[src/hw/rtl/sidv_pkg.sv]
package sidv_pkg;

	localparam int UriLenW = 12;
	localparam int DomLenW = 8;
	localparam int CodeW = 4;

	localparam logic [CodeW-1:0] ERR_OK          = 4'd0;
	localparam logic [CodeW-1:0] ERR_EMPTY       = 4'd1;
	localparam logic [CodeW-1:0] ERR_TOO_LONG    = 4'd2;
	localparam logic [CodeW-1:0] ERR_HASH        = 4'd3;
	localparam logic [CodeW-1:0] ERR_QUERY       = 4'd4;
	localparam logic [CodeW-1:0] ERR_NON_ASCII   = 4'd5;
	localparam logic [CodeW-1:0] ERR_PREFIX      = 4'd6;
	localparam logic [CodeW-1:0] ERR_TRAIL_SLASH = 4'd7;
	localparam logic [CodeW-1:0] ERR_DOM_EMPTY   = 4'd8;
	localparam logic [CodeW-1:0] ERR_DOM_LONG    = 4'd9;
	localparam logic [CodeW-1:0] ERR_DOM_CHAR    = 4'd10;
	localparam logic [CodeW-1:0] ERR_SEG_EMPTY   = 4'd11;
	localparam logic [CodeW-1:0] ERR_SEG_DOT     = 4'd12;
	localparam logic [CodeW-1:0] ERR_PATH_CHAR   = 4'd13;

	localparam logic REG_MAX_URI = 1'b0;
	localparam logic REG_MAX_DOM = 1'b1;

	localparam logic [1:0] PH_PREFIX = 2'd0;
	localparam logic [1:0] PH_DOMAIN = 2'd1;
	localparam logic [1:0] PH_PATH   = 2'd2;

	localparam logic [1:0] PE_NONE  = 2'd0;
	localparam logic [1:0] PE_EMPTY = 2'd1;
	localparam logic [1:0] PE_DOT   = 2'd2;
	localparam logic [1:0] PE_CHAR  = 2'd3;

	localparam logic [UriLenW-1:0] MAX_URI_RESET = 12'd2048;
	localparam logic [DomLenW-1:0] MAX_DOM_RESET = 8'd255;
	localparam logic [3:0] SCHEME_LEN = 4'd9;

	function automatic logic [7:0] scheme_char(input logic [3:0] pos);
		logic [7:0] ch;
		unique case (pos)
			4'd0: ch = "s";
			4'd1: ch = "p";
			4'd2: ch = "i";
			4'd3: ch = "f";
			4'd4: ch = "f";
			4'd5: ch = "e";
			4'd6: ch = ":";
			4'd7: ch = "/";
			4'd8: ch = "/";
			default: ch = 8'h00;
		endcase
		return ch;
	endfunction

	function automatic logic is_lower_digit_mark(input logic [7:0] c);
		return (c >= "a" && c <= "z") || (c >= "0" && c <= "9") ||
			c == "." || c == "-" || c == "_";
	endfunction

	function automatic logic is_upper(input logic [7:0] c);
		return c >= "A" && c <= "Z";
	endfunction

endpackage

[src/hw/rtl/spiffe_id_validator.sv]
// Channel   Direction  Handshake           Payload
// cfg       in         cfg_wr_en           cfg_addr, cfg_wdata
// in        in         in_valid/in_ready   char_in, last, empty_string
// out       out        out_valid/out_ready error_code, domain_length, path_length
//
// One request is taken every cycle unless a final request stalls. The result for a URI
// passes the input register, then the result register, once its final request is accepted.
// A final request waits in the input register while the result register holds an
// unread result, and the input stalls behind it; other requests never wait there.
// Reset loads the limit registers with 2048 and 255 and clears all checker state.
module spiffe_id_validator (
	input  logic                           clk,
	input  logic                           arst_n,
	input  logic                           cfg_wr_en,
	input  logic                           cfg_addr,
	input  logic [sidv_pkg::UriLenW-1:0]   cfg_wdata,
	input  logic                           in_valid,
	output logic                           in_ready,
	input  logic [7:0]                     char_in,
	input  logic                           last,
	input  logic                           empty_string,
	output logic                           out_valid,
	input  logic                           out_ready,
	output logic [sidv_pkg::CodeW-1:0]     error_code,
	output logic [sidv_pkg::DomLenW-1:0]   domain_length,
	output logic [sidv_pkg::UriLenW-1:0]   path_length
);
	import sidv_pkg::*;

	logic [UriLenW-1:0] max_uri_q;
	logic [DomLenW-1:0] max_dom_q;

	logic       valid_s1;
	logic [7:0] char_s1;
	logic       last_s1;
	logic       empty_s1;

	logic [UriLenW:0]   byte_cnt_q, n_byte_cnt;
	logic [1:0]         phase_q, n_phase;
	logic               prefix_ok_q, n_prefix_ok;
	logic               saw_hash_q, n_saw_hash;
	logic               saw_query_q, n_saw_query;
	logic               saw_nonascii_q, n_saw_nonascii;
	logic [DomLenW:0]   dom_cnt_q, n_dom_cnt;
	logic               dom_bad_q, n_dom_bad;
	logic [1:0]         seg_cnt_q, n_seg_cnt;
	logic               seg_dots_q, n_seg_dots;
	logic [1:0]         path_err_q, n_path_err;
	logic [UriLenW-1:0] path_cnt_q, n_path_cnt;
	logic               prev_slash_q, n_prev_slash;

	logic               end_s1;
	logic               go_s1;
	logic [7:0]         low_char;
	logic [1:0]         fin_path_err;
	logic [CodeW-1:0]   code;

	logic               out_valid_q;
	logic [CodeW-1:0]   code_q;
	logic [DomLenW-1:0] dom_len_q;
	logic [UriLenW-1:0] path_len_q;

	assign end_s1 = valid_s1 && (last_s1 || empty_s1);
	assign go_s1 = valid_s1 && (!end_s1 || !out_valid_q || out_ready);
	assign in_ready = !valid_s1 || go_s1;
	assign low_char = is_upper(char_s1) ? char_s1 + 8'd32 : char_s1;

	always_ff @(posedge clk or negedge arst_n) begin
		if (!arst_n) begin
			max_uri_q <= MAX_URI_RESET;
			max_dom_q <= MAX_DOM_RESET;
		end else if (cfg_wr_en) begin
			unique case (cfg_addr)
				REG_MAX_URI: max_uri_q <= cfg_wdata;
				REG_MAX_DOM: max_dom_q <= cfg_wdata[DomLenW-1:0];
				default: ;
			endcase
		end
	end

	always_ff @(posedge clk or negedge arst_n) begin
		if (!arst_n) begin
			valid_s1 <= 1'b0;
		end else if (in_ready) begin
			valid_s1 <= in_valid;
		end
	end

	always_ff @(posedge clk) begin
		if (in_ready && in_valid) begin
			char_s1 <= char_in;
			last_s1 <= last;
			empty_s1 <= empty_string;
		end
	end

	// The next state includes the byte held in the input register, so the
	// verdict for a final byte sees its own effect.
	always_comb begin
		n_byte_cnt = byte_cnt_q;
		n_phase = phase_q;
		n_prefix_ok = prefix_ok_q;
		n_saw_hash = saw_hash_q;
		n_saw_query = saw_query_q;
		n_saw_nonascii = saw_nonascii_q;
		n_dom_cnt = dom_cnt_q;
		n_dom_bad = dom_bad_q;
		n_seg_cnt = seg_cnt_q;
		n_seg_dots = seg_dots_q;
		n_path_err = path_err_q;
		n_path_cnt = path_cnt_q;
		n_prev_slash = prev_slash_q;
		if (valid_s1 && !empty_s1) begin
			if (byte_cnt_q < (UriLenW+1)'(1 << UriLenW)) begin
				n_byte_cnt = byte_cnt_q + 1'b1;
			end
			if (char_s1 == "#") begin
				n_saw_hash = 1'b1;
			end
			if (char_s1 == "?") begin
				n_saw_query = 1'b1;
			end
			if (char_s1[7]) begin
				n_saw_nonascii = 1'b1;
			end
			n_prev_slash = (char_s1 == "/");
			unique case (phase_q)
				PH_PREFIX: begin
					if (byte_cnt_q < (UriLenW+1)'(SCHEME_LEN) &&
						low_char != scheme_char(byte_cnt_q[3:0])) begin
						n_prefix_ok = 1'b0;
					end
					if (byte_cnt_q >= (UriLenW+1)'(SCHEME_LEN - 4'd1)) begin
						n_phase = PH_DOMAIN;
					end
				end
				PH_DOMAIN: begin
					if (char_s1 == "/") begin
						n_phase = PH_PATH;
						n_path_cnt = UriLenW'(1);
					end else begin
						if (dom_cnt_q != '1) begin
							n_dom_cnt = dom_cnt_q + 1'b1;
						end
						if (!is_lower_digit_mark(char_s1)) begin
							n_dom_bad = 1'b1;
						end
					end
				end
				default: begin
					if (path_cnt_q != '1) begin
						n_path_cnt = path_cnt_q + 1'b1;
					end
					if (char_s1 == "/") begin
						if (path_err_q == PE_NONE) begin
							if (seg_cnt_q == 2'd0) begin
								n_path_err = PE_EMPTY;
							end else if (seg_dots_q && seg_cnt_q != 2'd3) begin
								n_path_err = PE_DOT;
							end
						end
						n_seg_cnt = 2'd0;
						n_seg_dots = 1'b1;
					end else begin
						if (seg_cnt_q != 2'd3) begin
							n_seg_cnt = seg_cnt_q + 1'b1;
						end
						if (char_s1 != ".") begin
							n_seg_dots = 1'b0;
						end
						if (path_err_q == PE_NONE && !is_lower_digit_mark(char_s1) &&
							!is_upper(char_s1)) begin
							n_path_err = PE_CHAR;
						end
					end
				end
			endcase
		end
	end

	always_comb begin
		fin_path_err = n_path_err;
		if (n_path_err == PE_NONE && n_seg_cnt != 2'd0 && n_seg_dots &&
			n_seg_cnt != 2'd3) begin
			fin_path_err = PE_DOT;
		end
		priority if (n_byte_cnt == '0) begin
			code = ERR_EMPTY;
		end else if (n_byte_cnt > {1'b0, max_uri_q}) begin
			code = ERR_TOO_LONG;
		end else if (n_saw_hash) begin
			code = ERR_HASH;
		end else if (n_saw_query) begin
			code = ERR_QUERY;
		end else if (n_saw_nonascii) begin
			code = ERR_NON_ASCII;
		end else if (!n_prefix_ok || n_phase == PH_PREFIX) begin
			code = ERR_PREFIX;
		end else if (n_prev_slash) begin
			code = ERR_TRAIL_SLASH;
		end else if (n_dom_cnt == '0) begin
			code = ERR_DOM_EMPTY;
		end else if (n_dom_cnt > {1'b0, max_dom_q}) begin
			code = ERR_DOM_LONG;
		end else if (n_dom_bad) begin
			code = ERR_DOM_CHAR;
		end else if (n_phase == PH_PATH && fin_path_err == PE_EMPTY) begin
			code = ERR_SEG_EMPTY;
		end else if (n_phase == PH_PATH && fin_path_err == PE_DOT) begin
			code = ERR_SEG_DOT;
		end else if (n_phase == PH_PATH && fin_path_err == PE_CHAR) begin
			code = ERR_PATH_CHAR;
		end else begin
			code = ERR_OK;
		end
	end

	always_ff @(posedge clk or negedge arst_n) begin
		if (!arst_n) begin
			byte_cnt_q <= '0;
			phase_q <= PH_PREFIX;
			prefix_ok_q <= 1'b1;
			saw_hash_q <= 1'b0;
			saw_query_q <= 1'b0;
			saw_nonascii_q <= 1'b0;
			dom_cnt_q <= '0;
			dom_bad_q <= 1'b0;
			seg_cnt_q <= 2'd0;
			seg_dots_q <= 1'b1;
			path_err_q <= PE_NONE;
			path_cnt_q <= '0;
			prev_slash_q <= 1'b0;
		end else if (go_s1) begin
			if (end_s1) begin
				byte_cnt_q <= '0;
				phase_q <= PH_PREFIX;
				prefix_ok_q <= 1'b1;
				saw_hash_q <= 1'b0;
				saw_query_q <= 1'b0;
				saw_nonascii_q <= 1'b0;
				dom_cnt_q <= '0;
				dom_bad_q <= 1'b0;
				seg_cnt_q <= 2'd0;
				seg_dots_q <= 1'b1;
				path_err_q <= PE_NONE;
				path_cnt_q <= '0;
				prev_slash_q <= 1'b0;
			end else begin
				byte_cnt_q <= n_byte_cnt;
				phase_q <= n_phase;
				prefix_ok_q <= n_prefix_ok;
				saw_hash_q <= n_saw_hash;
				saw_query_q <= n_saw_query;
				saw_nonascii_q <= n_saw_nonascii;
				dom_cnt_q <= n_dom_cnt;
				dom_bad_q <= n_dom_bad;
				seg_cnt_q <= n_seg_cnt;
				seg_dots_q <= n_seg_dots;
				path_err_q <= n_path_err;
				path_cnt_q <= n_path_cnt;
				prev_slash_q <= n_prev_slash;
			end
		end
	end

	always_ff @(posedge clk or negedge arst_n) begin
		if (!arst_n) begin
			out_valid_q <= 1'b0;
		end else if (go_s1 && end_s1) begin
			out_valid_q <= 1'b1;
		end else if (out_ready) begin
			out_valid_q <= 1'b0;
		end
	end

	always_ff @(posedge clk) begin
		if (go_s1 && end_s1) begin
			code_q <= code;
			dom_len_q <= (code == ERR_OK) ? n_dom_cnt[DomLenW-1:0] : '0;
			path_len_q <= (code == ERR_OK) ? n_path_cnt : '0;
		end
	end

	assign out_valid = out_valid_q;
	assign error_code = code_q;
	assign domain_length = dom_len_q;
	assign path_length = path_len_q;

	a_body_never_stalls: assert property (@(posedge clk) disable iff (!arst_n)
		valid_s1 && !end_s1 |-> go_s1)
		else $error("non-final byte stalled in the input register");

	a_state_cleared: assert property (@(posedge clk) disable iff (!arst_n)
		go_s1 && end_s1 |=> byte_cnt_q == '0 && phase_q == PH_PREFIX &&
			path_err_q == PE_NONE)
		else $error("checker state not cleared after a final request");

	a_lengths_zero_on_error: assert property (@(posedge clk) disable iff (!arst_n)
		out_valid && error_code != ERR_OK |-> domain_length == '0 && path_length == '0)
		else $error("lengths reported with an error code");

	a_ok_has_domain: assert property (@(posedge clk) disable iff (!arst_n)
		out_valid && error_code == ERR_OK |-> domain_length != '0)
		else $error("accepted URI with an empty trust domain");

endmodule
[config.mk]
export PLATFORM = sky130hd
export DESIGN_NAME = spiffe_id_validator
export DESIGN_NICKNAME = d
export VERILOG_FILES = /design/src/hw/rtl/sidv_pkg.sv /design/src/hw/rtl/spiffe_id_validator.sv
export SDC_FILE = /design/constraint.sdc
export NUM_CORES = 1
export LEC_CHECK = 0
export ABC_AREA = 1
export ABC_CLOCK_PERIOD_IN_PS = 3600
export BUFFER_PORTS_ARGS = -buffer_cell sky130_fd_sc_hd__buf_2
export CORE_MARGIN = 5
export CORE_UTILIZATION = 30
export DETAILED_ROUTE_END_ITERATION = 8
export PLACE_DENSITY = 0.45
export REMOVE_ABC_BUFFERS = 1
export SLEW_MARGIN = 20
export SYNTH_ARGS = -nofsm -noshare
export SYNTH_HDL_FRONTEND = slang
export SYNTH_SLANG_ARGS = --single-unit
export TNS_END_PERCENT = 1
[constraint.sdc]
create_clock -name clk -period 3.6 [get_ports clk]
set_input_delay 0.72 -clock clk [delete_from_list [all_inputs] [get_ports clk]]
set_output_delay 0.72 -clock clk [all_outputs]
set_load 0.05 [all_outputs]
[Word-level counts from Yosys, hierarchy flattened]
Memory sizes are Yosys's and may differ from the RTL's.
Cells that the tools add are included.
Word-level totals
  flip-flop bits (word level): 103
  bits in read-only memories: 112
  memories kept: 1
Memory list
  (no name shown): words 16, bits a word 7, rd ports 1, clocked after Yosys merged registers in 0, wr ports 0, line sidv_pkg.sv:40  | unique case (pos)
Cells by class
  $add $sub $neg: 5
  order comparisons: 11
  eq/ne operators: 17
  multiplexer cells: 75
  bitwise logic cells: 1
  reduce and logical (&&, ||, !) cells: 47
Operators by type and width (number)
  $mux W4: 13
  $mux W12: 4
  $mux W9: 5
  $eq A8 B6 Y1 const B: 5
  $mux W13: 3
  $mux W2: 18
  $mux W1: 27
  $mux W8: 3
  $pmux W12 S2: 1
  $logic_and A1 B1 Y1: 18
  $ge A8 B7 Y1 const B: 2
  $le A8 B7 Y1 const B: 2
  $add A13 B1 Y13 const B: 1
  $ge A13 B4 Y1 const B: 1
  $gt A13 B12 Y1: 1
  $logic_not A13 Y1: 1
  $lt A13 B13 Y1 const B: 1
  $lt A13 B4 Y1 const B: 1
  $add A12 B1 Y12 const B: 1
  $ne A12 B12 Y1 const B: 1
  $logic_not A2 Y1: 5
  $add A9 B1 Y9 const B: 1
  $gt A9 B8 Y1: 1
  $logic_not A9 Y1: 1
  19 further kinds: 39

[Logic depth before layout (Yosys ltp)]
Gate-level depths: netlist (run 1).
  word-level depth: 34
  depth in mapped cells: 31
  gate-level depth less buffers: 29

[Least setup slack after synthesis (run 1)]
OpenSTA, ideal clock, no wires.
  path type: register -> register
  start: reg dom_cnt_q[0]
  end: reg path_len_q[4] (netlist: path_length[4]) (data pin)
  data arrival time: 3.061 ns
  required time: 3.335 ns
  slack: 0.274 ns
  stages on the path, launching flop included: 29
  buffers on the path: 1
  clock period less this slack: 3.326 ns
  cell sequence: dfrtp_1 ha_1 nand2_1 nor2_1 nand3_1 nand2_8 inv_2 nand2_1 nand2_1 nand2_2 inv_1 ha_1 a21oi_1 nor2_1 nor2_1 nand2_1 nand3_1 nand2_1 a21oi_1 inv_1 a21oi_1 nand2_1 nand2_1 nand2_1 nand2_1 nand2_1 nand2_2 buf_6 nor3_2
Between the ends
  cells in the longest elaborated chain, start to end: 16
  elaborated cells on any way between the ends: 18
  those cells by class: add/sub (1); order compare (1); eq/ne (1); mux (13); reduce/logical (2)
RTL lines
  start, declared: line spiffe_id_validator.sv:44  | logic [DomLenW:0] dom_cnt_q, n_dom_cnt;
  start signal, assigned: line spiffe_id_validator.sv:255  | dom_cnt_q <= n_dom_cnt;
  $add A9 B1 Y9 or $ne A9 B9 Y1 (tied branches): line spiffe_id_validator.sv:143, spiffe_id_validator.sv:142
  $mux W9 *: line spiffe_id_validator.sv:142  | if (dom_cnt_q != '1) begin
  $mux W9 *: line spiffe_id_validator.sv:138  | if (char_s1 == "/") begin
  $mux W9 *: line spiffe_id_validator.sv:127  | unique case (phase_q)
  $mux W9 *: line spiffe_id_validator.sv:113  | if (valid_s1 && !empty_s1) begin
  net n_dom_cnt[4]: line spiffe_id_validator.sv:44
  $gt A9 B8 Y1: line spiffe_id_validator.sv:203  | end else if (n_dom_cnt > {1'b0, max_dom_q}) begin
  $mux W4: line spiffe_id_validator.sv:203
  $mux W4 *: line spiffe_id_validator.sv:201  | end else if (n_dom_cnt == '0) begin
  $mux W4 *: line spiffe_id_validator.sv:199  | end else if (n_prev_slash) begin
  $mux W4 *: line spiffe_id_validator.sv:197  | end else if (!n_prefix_ok || n_phase == PH_PREFIX) begin
  $mux W4 *: line spiffe_id_validator.sv:195  | end else if (n_saw_nonascii) begin
  $mux W4 *: line spiffe_id_validator.sv:193  | end else if (n_saw_query) begin
  $mux W4 *: line spiffe_id_validator.sv:191  | end else if (n_saw_hash) begin
  $mux W4 *: line spiffe_id_validator.sv:189  | end else if (n_byte_cnt > {1'b0, max_uri_q}) begin
  $mux W4 *: line spiffe_id_validator.sv:187  | priority if (n_byte_cnt == '0) begin
  $logic_not A4 Y1 *: line spiffe_id_validator.sv:280  | path_len_q <= (code == ERR_OK) ? n_path_cnt : '0;
  end signal, assigned: line spiffe_id_validator.sv:280
  end, declared: line spiffe_id_validator.sv:61  | logic [UriLenW-1:0] path_len_q;
Mark *: on every way through the listed nets, which the timed path passes. The rest lies on a longest branch.
A chain may end at the register's enable or synchronous reset.

[Worst setup path in the final report (run 1)]
  start: reg dom_cnt_q[1]
  end: reg path_len_q[5] (netlist: path_length[5]) (data pin)
Between the ends
  cells in the longest elaborated chain, start to end: 16
  elaborated cells on any way between the ends: 18
  those cells by class: add/sub (1); order compare (1); eq/ne (1); mux (13); reduce/logical (2)
RTL lines (line)
  $add A9 B1 Y9 or $ne A9 B9 Y1 (tied branches): spiffe_id_validator.sv:143, spiffe_id_validator.sv:142
  $mux W9: spiffe_id_validator.sv:142
  $mux W9: spiffe_id_validator.sv:138
  $mux W9: spiffe_id_validator.sv:127
  $mux W9 *: spiffe_id_validator.sv:113
  net n_dom_cnt[1]: spiffe_id_validator.sv:44
  $gt A9 B8 Y1: spiffe_id_validator.sv:203
  $mux W4: spiffe_id_validator.sv:203
  $mux W4 *: spiffe_id_validator.sv:201
  $mux W4 *: spiffe_id_validator.sv:199
  $mux W4 *: spiffe_id_validator.sv:197
  $mux W4 *: spiffe_id_validator.sv:195
  $mux W4 *: spiffe_id_validator.sv:193
  $mux W4 *: spiffe_id_validator.sv:191
  $mux W4 *: spiffe_id_validator.sv:189
  $mux W4 *: spiffe_id_validator.sv:187
  $logic_not A4 Y1 *: spiffe_id_validator.sv:280
Marks and branches as above.

==> out/results.tsv, run 1 <==
stage	metric	value	unit
status	status	completed	
min_path	min_path_type	in2async	
clock_tree	clkSinkCount	103	
synthesis	yosysTopAreaCell	dfrtp_1	
route	ant_nets	0	
finish	multiInputGateArea	3120	um^2
floorplan	die_w	156	um
place	finalWeightedCongestion	0.850	
finish	area_growth	23.7	%
setup_path	slowest_delay	380	ps
setup_path	worstPathArrival	3500	ps
global_routing	use_met3	1.86	%
synthesis	yosysWarningCount	0	
setup_path	path_class	reg2reg	
clock_tree	clk_pin_slew_worst_paths	90	ps
sta	finalCriticalPeriod	3380	ps
synthesis	synth_top_area_share	22.7	%
setup_path	crit_family	simple AND/OR/NAND/NOR gates	
synthesis	yosys.cell_types.count	42	
global_routing	gr-usage-all-layers	14.7	%
finish	fin_area	7920	um^2
pwr	peakVddDrop	219	uV
pwr	switching_share	33.3	%
sta	finalSetupViolations	0	
setup_path	worst-r2r-setup-slack	220	ps
clock_tree	cts_tree	done	
global_routing	antenna_found_initial	0	
clock_tree	ctsLongestPathBuffers	2	
pwr	intPower	2.03	mW
clock_tree	htreeDepth	3	
finish	fillerInstances	2194	
pwr	p_leak	3.65	nW
clock_tree	clk_latency	370	ps
floorplan	core_area	21000	um^2
synthesis	async_reset_ff_share	67.0	%
setup_path	rr_worst_depth	27	
pwr	switchingPower	1.01	mW
sta	finalHoldViolations	0	
floorplan	rows	53	
clock_tree	cts_root_buf	clkbuf_16	
clock_tree	numCtsBuffers	9	
synthesis	synth_cells	803	
setup_path	cp-endpoint	path_length[5]	
pwr	power_frac_seq	43.6	%
setup_path	reg2reg_from	dom_cnt_q[1]	
setup_path	worstSetupStartpointType	flop	
route	viasPerCell	4.69	
finish	final_common_cell	nand2_1	
global_routing	grt_max_degree	70	
setup_path	reg2reg_to	path_length[5]	
job	maxCapViolCount	0	
setup_path	worst_path_max_delay_cell	dfrtp_1	
floorplan	die_height	156	um
finish	drive_above_1_share	24.1	%
finish	diodes	0	
floorplan	io_pins	54	
sta	tns	0	ps
synthesis	synth_flop_cell	dfrtp_1	
setup_path	crit_buf_inv	4	
synthesis	avgSynthCellArea	7.97	um^2
sta	slew_headroom	34.3	%
finish	ff_latch_area	2760	um^2
synthesis	synth.area.top_cells	dfrtp_1 (23%), edfxtp_1 (16%), nand2_1 (9.3%)	
sta	worst_slew_pin_slew	986	ps
sta	fin_crit_sh	93.8	%
finish	fin_nets	966	
pwr	comb_power_share	22.3	%
sta	fmax	296	MHz
floorplan	dieArea	24400	um^2
synthesis	ys_seq_elements	103	
sta	fin_ws	223	ps
global_routing	grt.overflow.total	0	
pwr	power_density	384	nW/um^2
synthesis	yosysSeqAreaShare	43.1	%
floorplan	start_util	30.5	%
route	drc	0	
place	place_area	7210	um^2
pwr	clkPwrFrac	34.1	%
sta	slew_viol_final	0	
global_routing	gr-usage-met1	20.5	%
route	dr.first_iter.drc_count	331	
place	place_ws	80.7	ps
setup_path	startpoint	dom_cnt_q[1]	
setup_path	cp_num_cells	27	
global_routing	top_usage_layer	met2	
setup_path	worst-path-max-fanout	6	
route	drt_wl_total	18100	um
setup_path	cp_common_cell	nand2_1	
sta	fin_skew	15.2	ps
route	vias	5579	
finish	mostFrequentLayoutCells	nand2_1 (154), inv_1 (137), nor2_1 (66)	
synthesis	synth_edf_count	34	
place	dp_hpwl	12800	um
global_routing	grt_pass1_vias	5401	
route	first_pass_iters	5	
synthesis	syn_area	6400	um^2
place	port_buffers	53	
setup_path	cp-end-kind	flop	
route	post_drt_wl_per_cell	15.2	um
global_routing	grt_pass1_wl	28500	um
setup_path	required	3720	ps
global_routing	met2_usage	23.9	%
==> through the flow <==
| stage | utilization, % | total power, mW | hold WS, ps | instances |
|---|---|---|---|---|
| 2_1_floorplan | - | 1.70 | 424 | 788 |
| 3_3_place_gp | 34.3 | 1.92 | 469 | 1151 |
| 3_5_place_dp | 34.3 | 1.92 | 472 | 1151 |
| 4_1_cts | 35.8 | 2.97 | 483 | 1167 |
| 5_1_grt | 37.7 | 3.19 | 511 | 1189 |
| 6_report | 37.7 | 3.04 | 445 | 1189 |
==> area by class of cell <==
| type | instances | share of cell area [%] |
|---|---|---|
| clock buffer | 9 | 2.84 |
| clock inverter | 7 | 1.18 |
| inverter | 151 | 7.22 |
| multi-input combinational | 534 | 39.3 |
| sequential | 103 | 34.8 |
| tap | 275 | 4.34 |
| timing repair buffer | 110 | 10.2 |
==> per-layer routing <==
layer | vias to the layer above | routed length [um]
met3 | 16 | 523
met5 | - | 0
met2 | 84 | 8500
met1 | 2630 | 8710
li1 | 2849 | -
met4 | 0 | 335
==> kinds of logic (layout without fill, tap and decap cells) <==
| group | count (synthesis) | in the layout | share of synthesized area [%] |
|---|---|---|---|
| simple gates | 357 | 357 | 26.7 |
| buf+inv | 166 | 277 | 10.4 |
| compound gates | 133 | 133 | 11.8 |
| flops | 103 | 103 | 43.1 |
| fa+ha+maj | 29 | 29 | 5.67 |
| xor+xnor | 15 | 15 | 2.34 |
==> sequential cells by signal, indices dropped and copies added, names as in the netlist, 8 cells and up <==
register / count
char_s1: 8
max_dom_q: 8
path_length: 12
dom_cnt_q: 9
path_cnt_q: 12
domain_length: 8
byte_cnt_q: 13
max_uri_q: 12
==> cells in the mapped netlist (3+ instances only) <==
cell type    n
nor3_1      20
o21ai_1      5
o22ai_1     30
buf_6        5
nand3b_1     4
o211ai_1     4
a21oi_1     30
dfstp_2     11
edfxtp_1    34
nand2_2     12
ha_1        29
o21ai_0     49
nor2_1      72
nor2_2       5
a211oi_1     3
inv_1      137
nor3_2      21
inv_2       10
a31oi_1      4
dfrtp_1     58
nor4_1       3
nand4_1     10
nand3_1     43
clkbuf_1    10
xor2_1      13
nand2_1    158
==> timing repair <==
action	CTS	global route
gates resized for setup	0	26
setup endpoints to repair	0	21
setup buffers	0	16
hold buffers	0	0
==> power groups by stage <==
stage | Combinational, mW | Clock (mW) | Sequential (mW)
2_1_floorplan | 0.279 | 0 | 1.42
3_3_place_gp | 0.572 | 0 | 1.35
3_5_place_dp | 0.568 | 0 | 1.35
4_1_cts | 0.570 | 1.08 | 1.33
5_1_grt | 0.743 | 1.12 | 1.33
6_report | 0.677 | 1.04 | 1.33
==> worst min-delay path by stage <==
| stage | startpoint | endpoint | slack [ps] | depth (start not counted) |
|---|---|---|---|---|
| detailed placement | prefix_ok_q | prefix_ok_q | 470 | 2 |
| finish | arst_n | path_cnt_q[2] | 450 | 1 |
| global route | max_uri_q[11] | max_uri_q[11] | 510 | 2 |
| CTS | prefix_ok_q | prefix_ok_q | 480 | 2 |
| floorplan | arst_n | byte_cnt_q[0] | 420 | 0 |
| global placement | max_uri_q[1] | max_uri_q[1] | 470 | 2 |
No activity file was read; power rests on OpenSTA's default activity.
==> run 2: changes to the inputs <==
--- a/config.mk
+++ b/config.mk
@@ -11,6 +11,7 @@
 export CORE_MARGIN = 5
 export CORE_UTILIZATION = 30
 export DETAILED_ROUTE_END_ITERATION = 8
+export MAX_ROUTING_LAYER = met4
 export PLACE_DENSITY = 0.45
 export REMOVE_ABC_BUFFERS = 1
 export SLEW_MARGIN = 20
==> run 2 against run 1 <==
Combinational power about the same. Sequential share of layout area unchanged. Hold slack gained 5.6 ps.
==> out/results.tsv, run 2 (same netlist as run 1, synthesis figures left out) <==
stage	metric	value	unit	change
place	finalWeightedCongestion	0.863		+1.6%
route	drt_wl_total	18100	um	+0.43%
global_routing	grt.overflow.total	0		unchanged
global_routing	top_usage_layer	met2		
route	post_drt_wl_per_cell	15.3	um	+0.43%
job	maxCapViolCount	0		unchanged
pwr	p_leak	3.65	nW	unchanged
floorplan	die_w	156	um	unchanged
finish	diodes	0		unchanged
sta	tns	0	ps	unchanged
place	port_buffers	53		unchanged
sta	finalSetupViolations	0		unchanged
route	first_pass_iters	5		unchanged
sta	finalCriticalPeriod	3370	ps	-5.46 ps
pwr	power_density	384	nW/um^2	about the same
sta	fmax	297	MHz	+0.16%
place	place_ws	80.7	ps	unchanged
finish	drive_above_1_share	24.1	%	unchanged
floorplan	rows	53		unchanged
setup_path	worstSetupStartpointType	flop		
sta	fin_ws	228	ps	+5.46 ps
finish	fin_nets	966		unchanged
global_routing	gr-usage-all-layers	15.2	%	+0.45 points
sta	slew_viol_final	0		unchanged
setup_path	cp-end-kind	flop		
clock_tree	htreeDepth	3		unchanged
finish	final_cell_count_no_fill	1189		unchanged
sta	slew_headroom	33.6	%	-0.63 points
place	dp_hpwl	12800	um	unchanged
floorplan	io_pins	54		unchanged
setup_path	worstPathArrival	3500	ps	about the same
global_routing	met2_usage	23.9	%	unchanged
finish	largest_register_ffs	13		unchanged
finish	mostFrequentLayoutCells	nand2_1 (154), inv_1 (137), nor2_1 (66)		
floorplan	core_area	21000	um^2	unchanged
global_routing	use_met3	1.75	%	-0.11 points
setup_path	path_class	reg2reg		
clock_tree	numCtsBuffers	9		unchanged
route	drc	0		unchanged
clock_tree	cts_tree	done		
global_routing	grt_pass1_vias	5395		-0.11%
global_routing	grt_max_degree	70		unchanged
place	dpl.cell_count	1151		unchanged
route	vias	5569		-0.18%
route	ant_nets	0		unchanged
finish	top_register	byte_cnt_q		
global_routing	antenna_found_initial	0		unchanged
place	place_area	7210	um^2	unchanged
setup_path	required	3720	ps	about the same
sta	finalHoldViolations	0		unchanged
sta	worst_slew_pin_slew	995	ps	+9.43 ps
floorplan	start_util	30.5	%	unchanged
route	viasPerCell	4.68		-0.18%
floorplan	die_height	156	um	unchanged
sta	fin_worst_hold_slack	451	ps	+5.65 ps
route	dr.first_iter.drc_count	319		-3.6%
sta	fin_skew	15.1	ps	-0.162 ps
global_routing	gr-usage-met1	20.6	%	+0.086 points
setup_path	worst-path-max-fanout	6		unchanged
floorplan	dieArea	24400	um^2	unchanged
finish	fin_area	7920	um^2	unchanged
clock_tree	clk_pin_slew_worst_paths	90	ps	about the same
status	status	completed		
clock_tree	cts_root_buf	clkbuf_16		
clock_tree	ctsLongestPathBuffers	2		unchanged
finish	area_growth	23.7	%	unchanged
finish	final_common_cell	nand2_1		
clock_tree	clkSinkCount	103		unchanged
min_path	min_path_type	in2async		
pwr	peakVddDrop	221	uV	+0.80%
clock_tree	clk_latency	370	ps	about the same
global_routing	grt_pass1_wl	28500	um	about the same
sta	fin_crit_sh	93.7	%	-0.15 points
-- run 2: cell counts in the layout (fill, tap and decap cells not counted) --
Identical to the previous run, type by type.
-- run 2: critical path, stage by stage, from the launching register on --
cell	delay (ps)
dfrtp_1	380
ha_2	200
nand2_1	110
nor2_2	140
nand3_2	160
nand2_8	120
buf_4	120
nand2_1	50
o21ai_2	80
inv_1	70
ha_1	280
nand2_2	70
o21ai_0	80
nand4_1	80
nand2_1	50
nand3_1	60
nand2_1	60
a21oi_2	170
inv_1	60
a21oi_1	110
nand2_1	60
nand2_1	50
nand2_1	60
nand2_1	70
nand2_2	70
nand2_4	140
clkbuf_16	180
nor3_2	40
-- run 2: what timing repair did --
action	4_1_cts	5_1_grt
hold buffers	0	0
gates resized for setup	0	26
setup buffers	0	16
endpoints found under the setup margin	0	21
-- run 2: where the power goes --
group	leakage [nW]	total, mW	switching (mW)	internal, mW
Clock	0.153	1.04	0.537	0.501
Combinational	2.27	0.678	0.443	0.235
Sequential	1.23	1.33	0.0344	1.29
Total	3.65	3.04	1.01	2.03
-- run 2: cell type report --
class	count	area [um^2]
repair buffers	110	811
clock inverters	7	93.8
well taps	275	344
inverters	151	572
fillers	2194	13100
clock buffers	9	225
flip-flops and latches	103	2760
multi-input cells	534	3120
-- run 2: through the flow --
stage                     power [mW]  util (%)
after detailed placement        1.92      34.3
after global routing            3.19      37.7
after floorplan                 1.70         -
final                           3.04      37.7
after CTS                       2.97      35.8
after global placement          1.92      34.3
-- run 2: worst paths after layout --
kind / slack [ps] / start / to / cells past startpoint
max in group asynchronous: 2430 / arst_n / dom_cnt_q[2] / 1
worst min register to register: 490 / max_uri_q[11] / max_uri_q[11] / 2
worst max register to register: 230 / dom_cnt_q[1] / path_length[5] / 27
min in group clk: 490 / max_uri_q[11] / max_uri_q[11] / 2
worst max-delay path: 230 / dom_cnt_q[1] / path_length[5] / 27
worst min-delay path: 450 / arst_n / path_cnt_q[2] / 1
-- run 2: layer usage --
layer	up-vias	routed length (um)
li1	2850	-
met3	16	439
met1	2625	8830
met5	-	0
met2	78	8530
met4	0	334
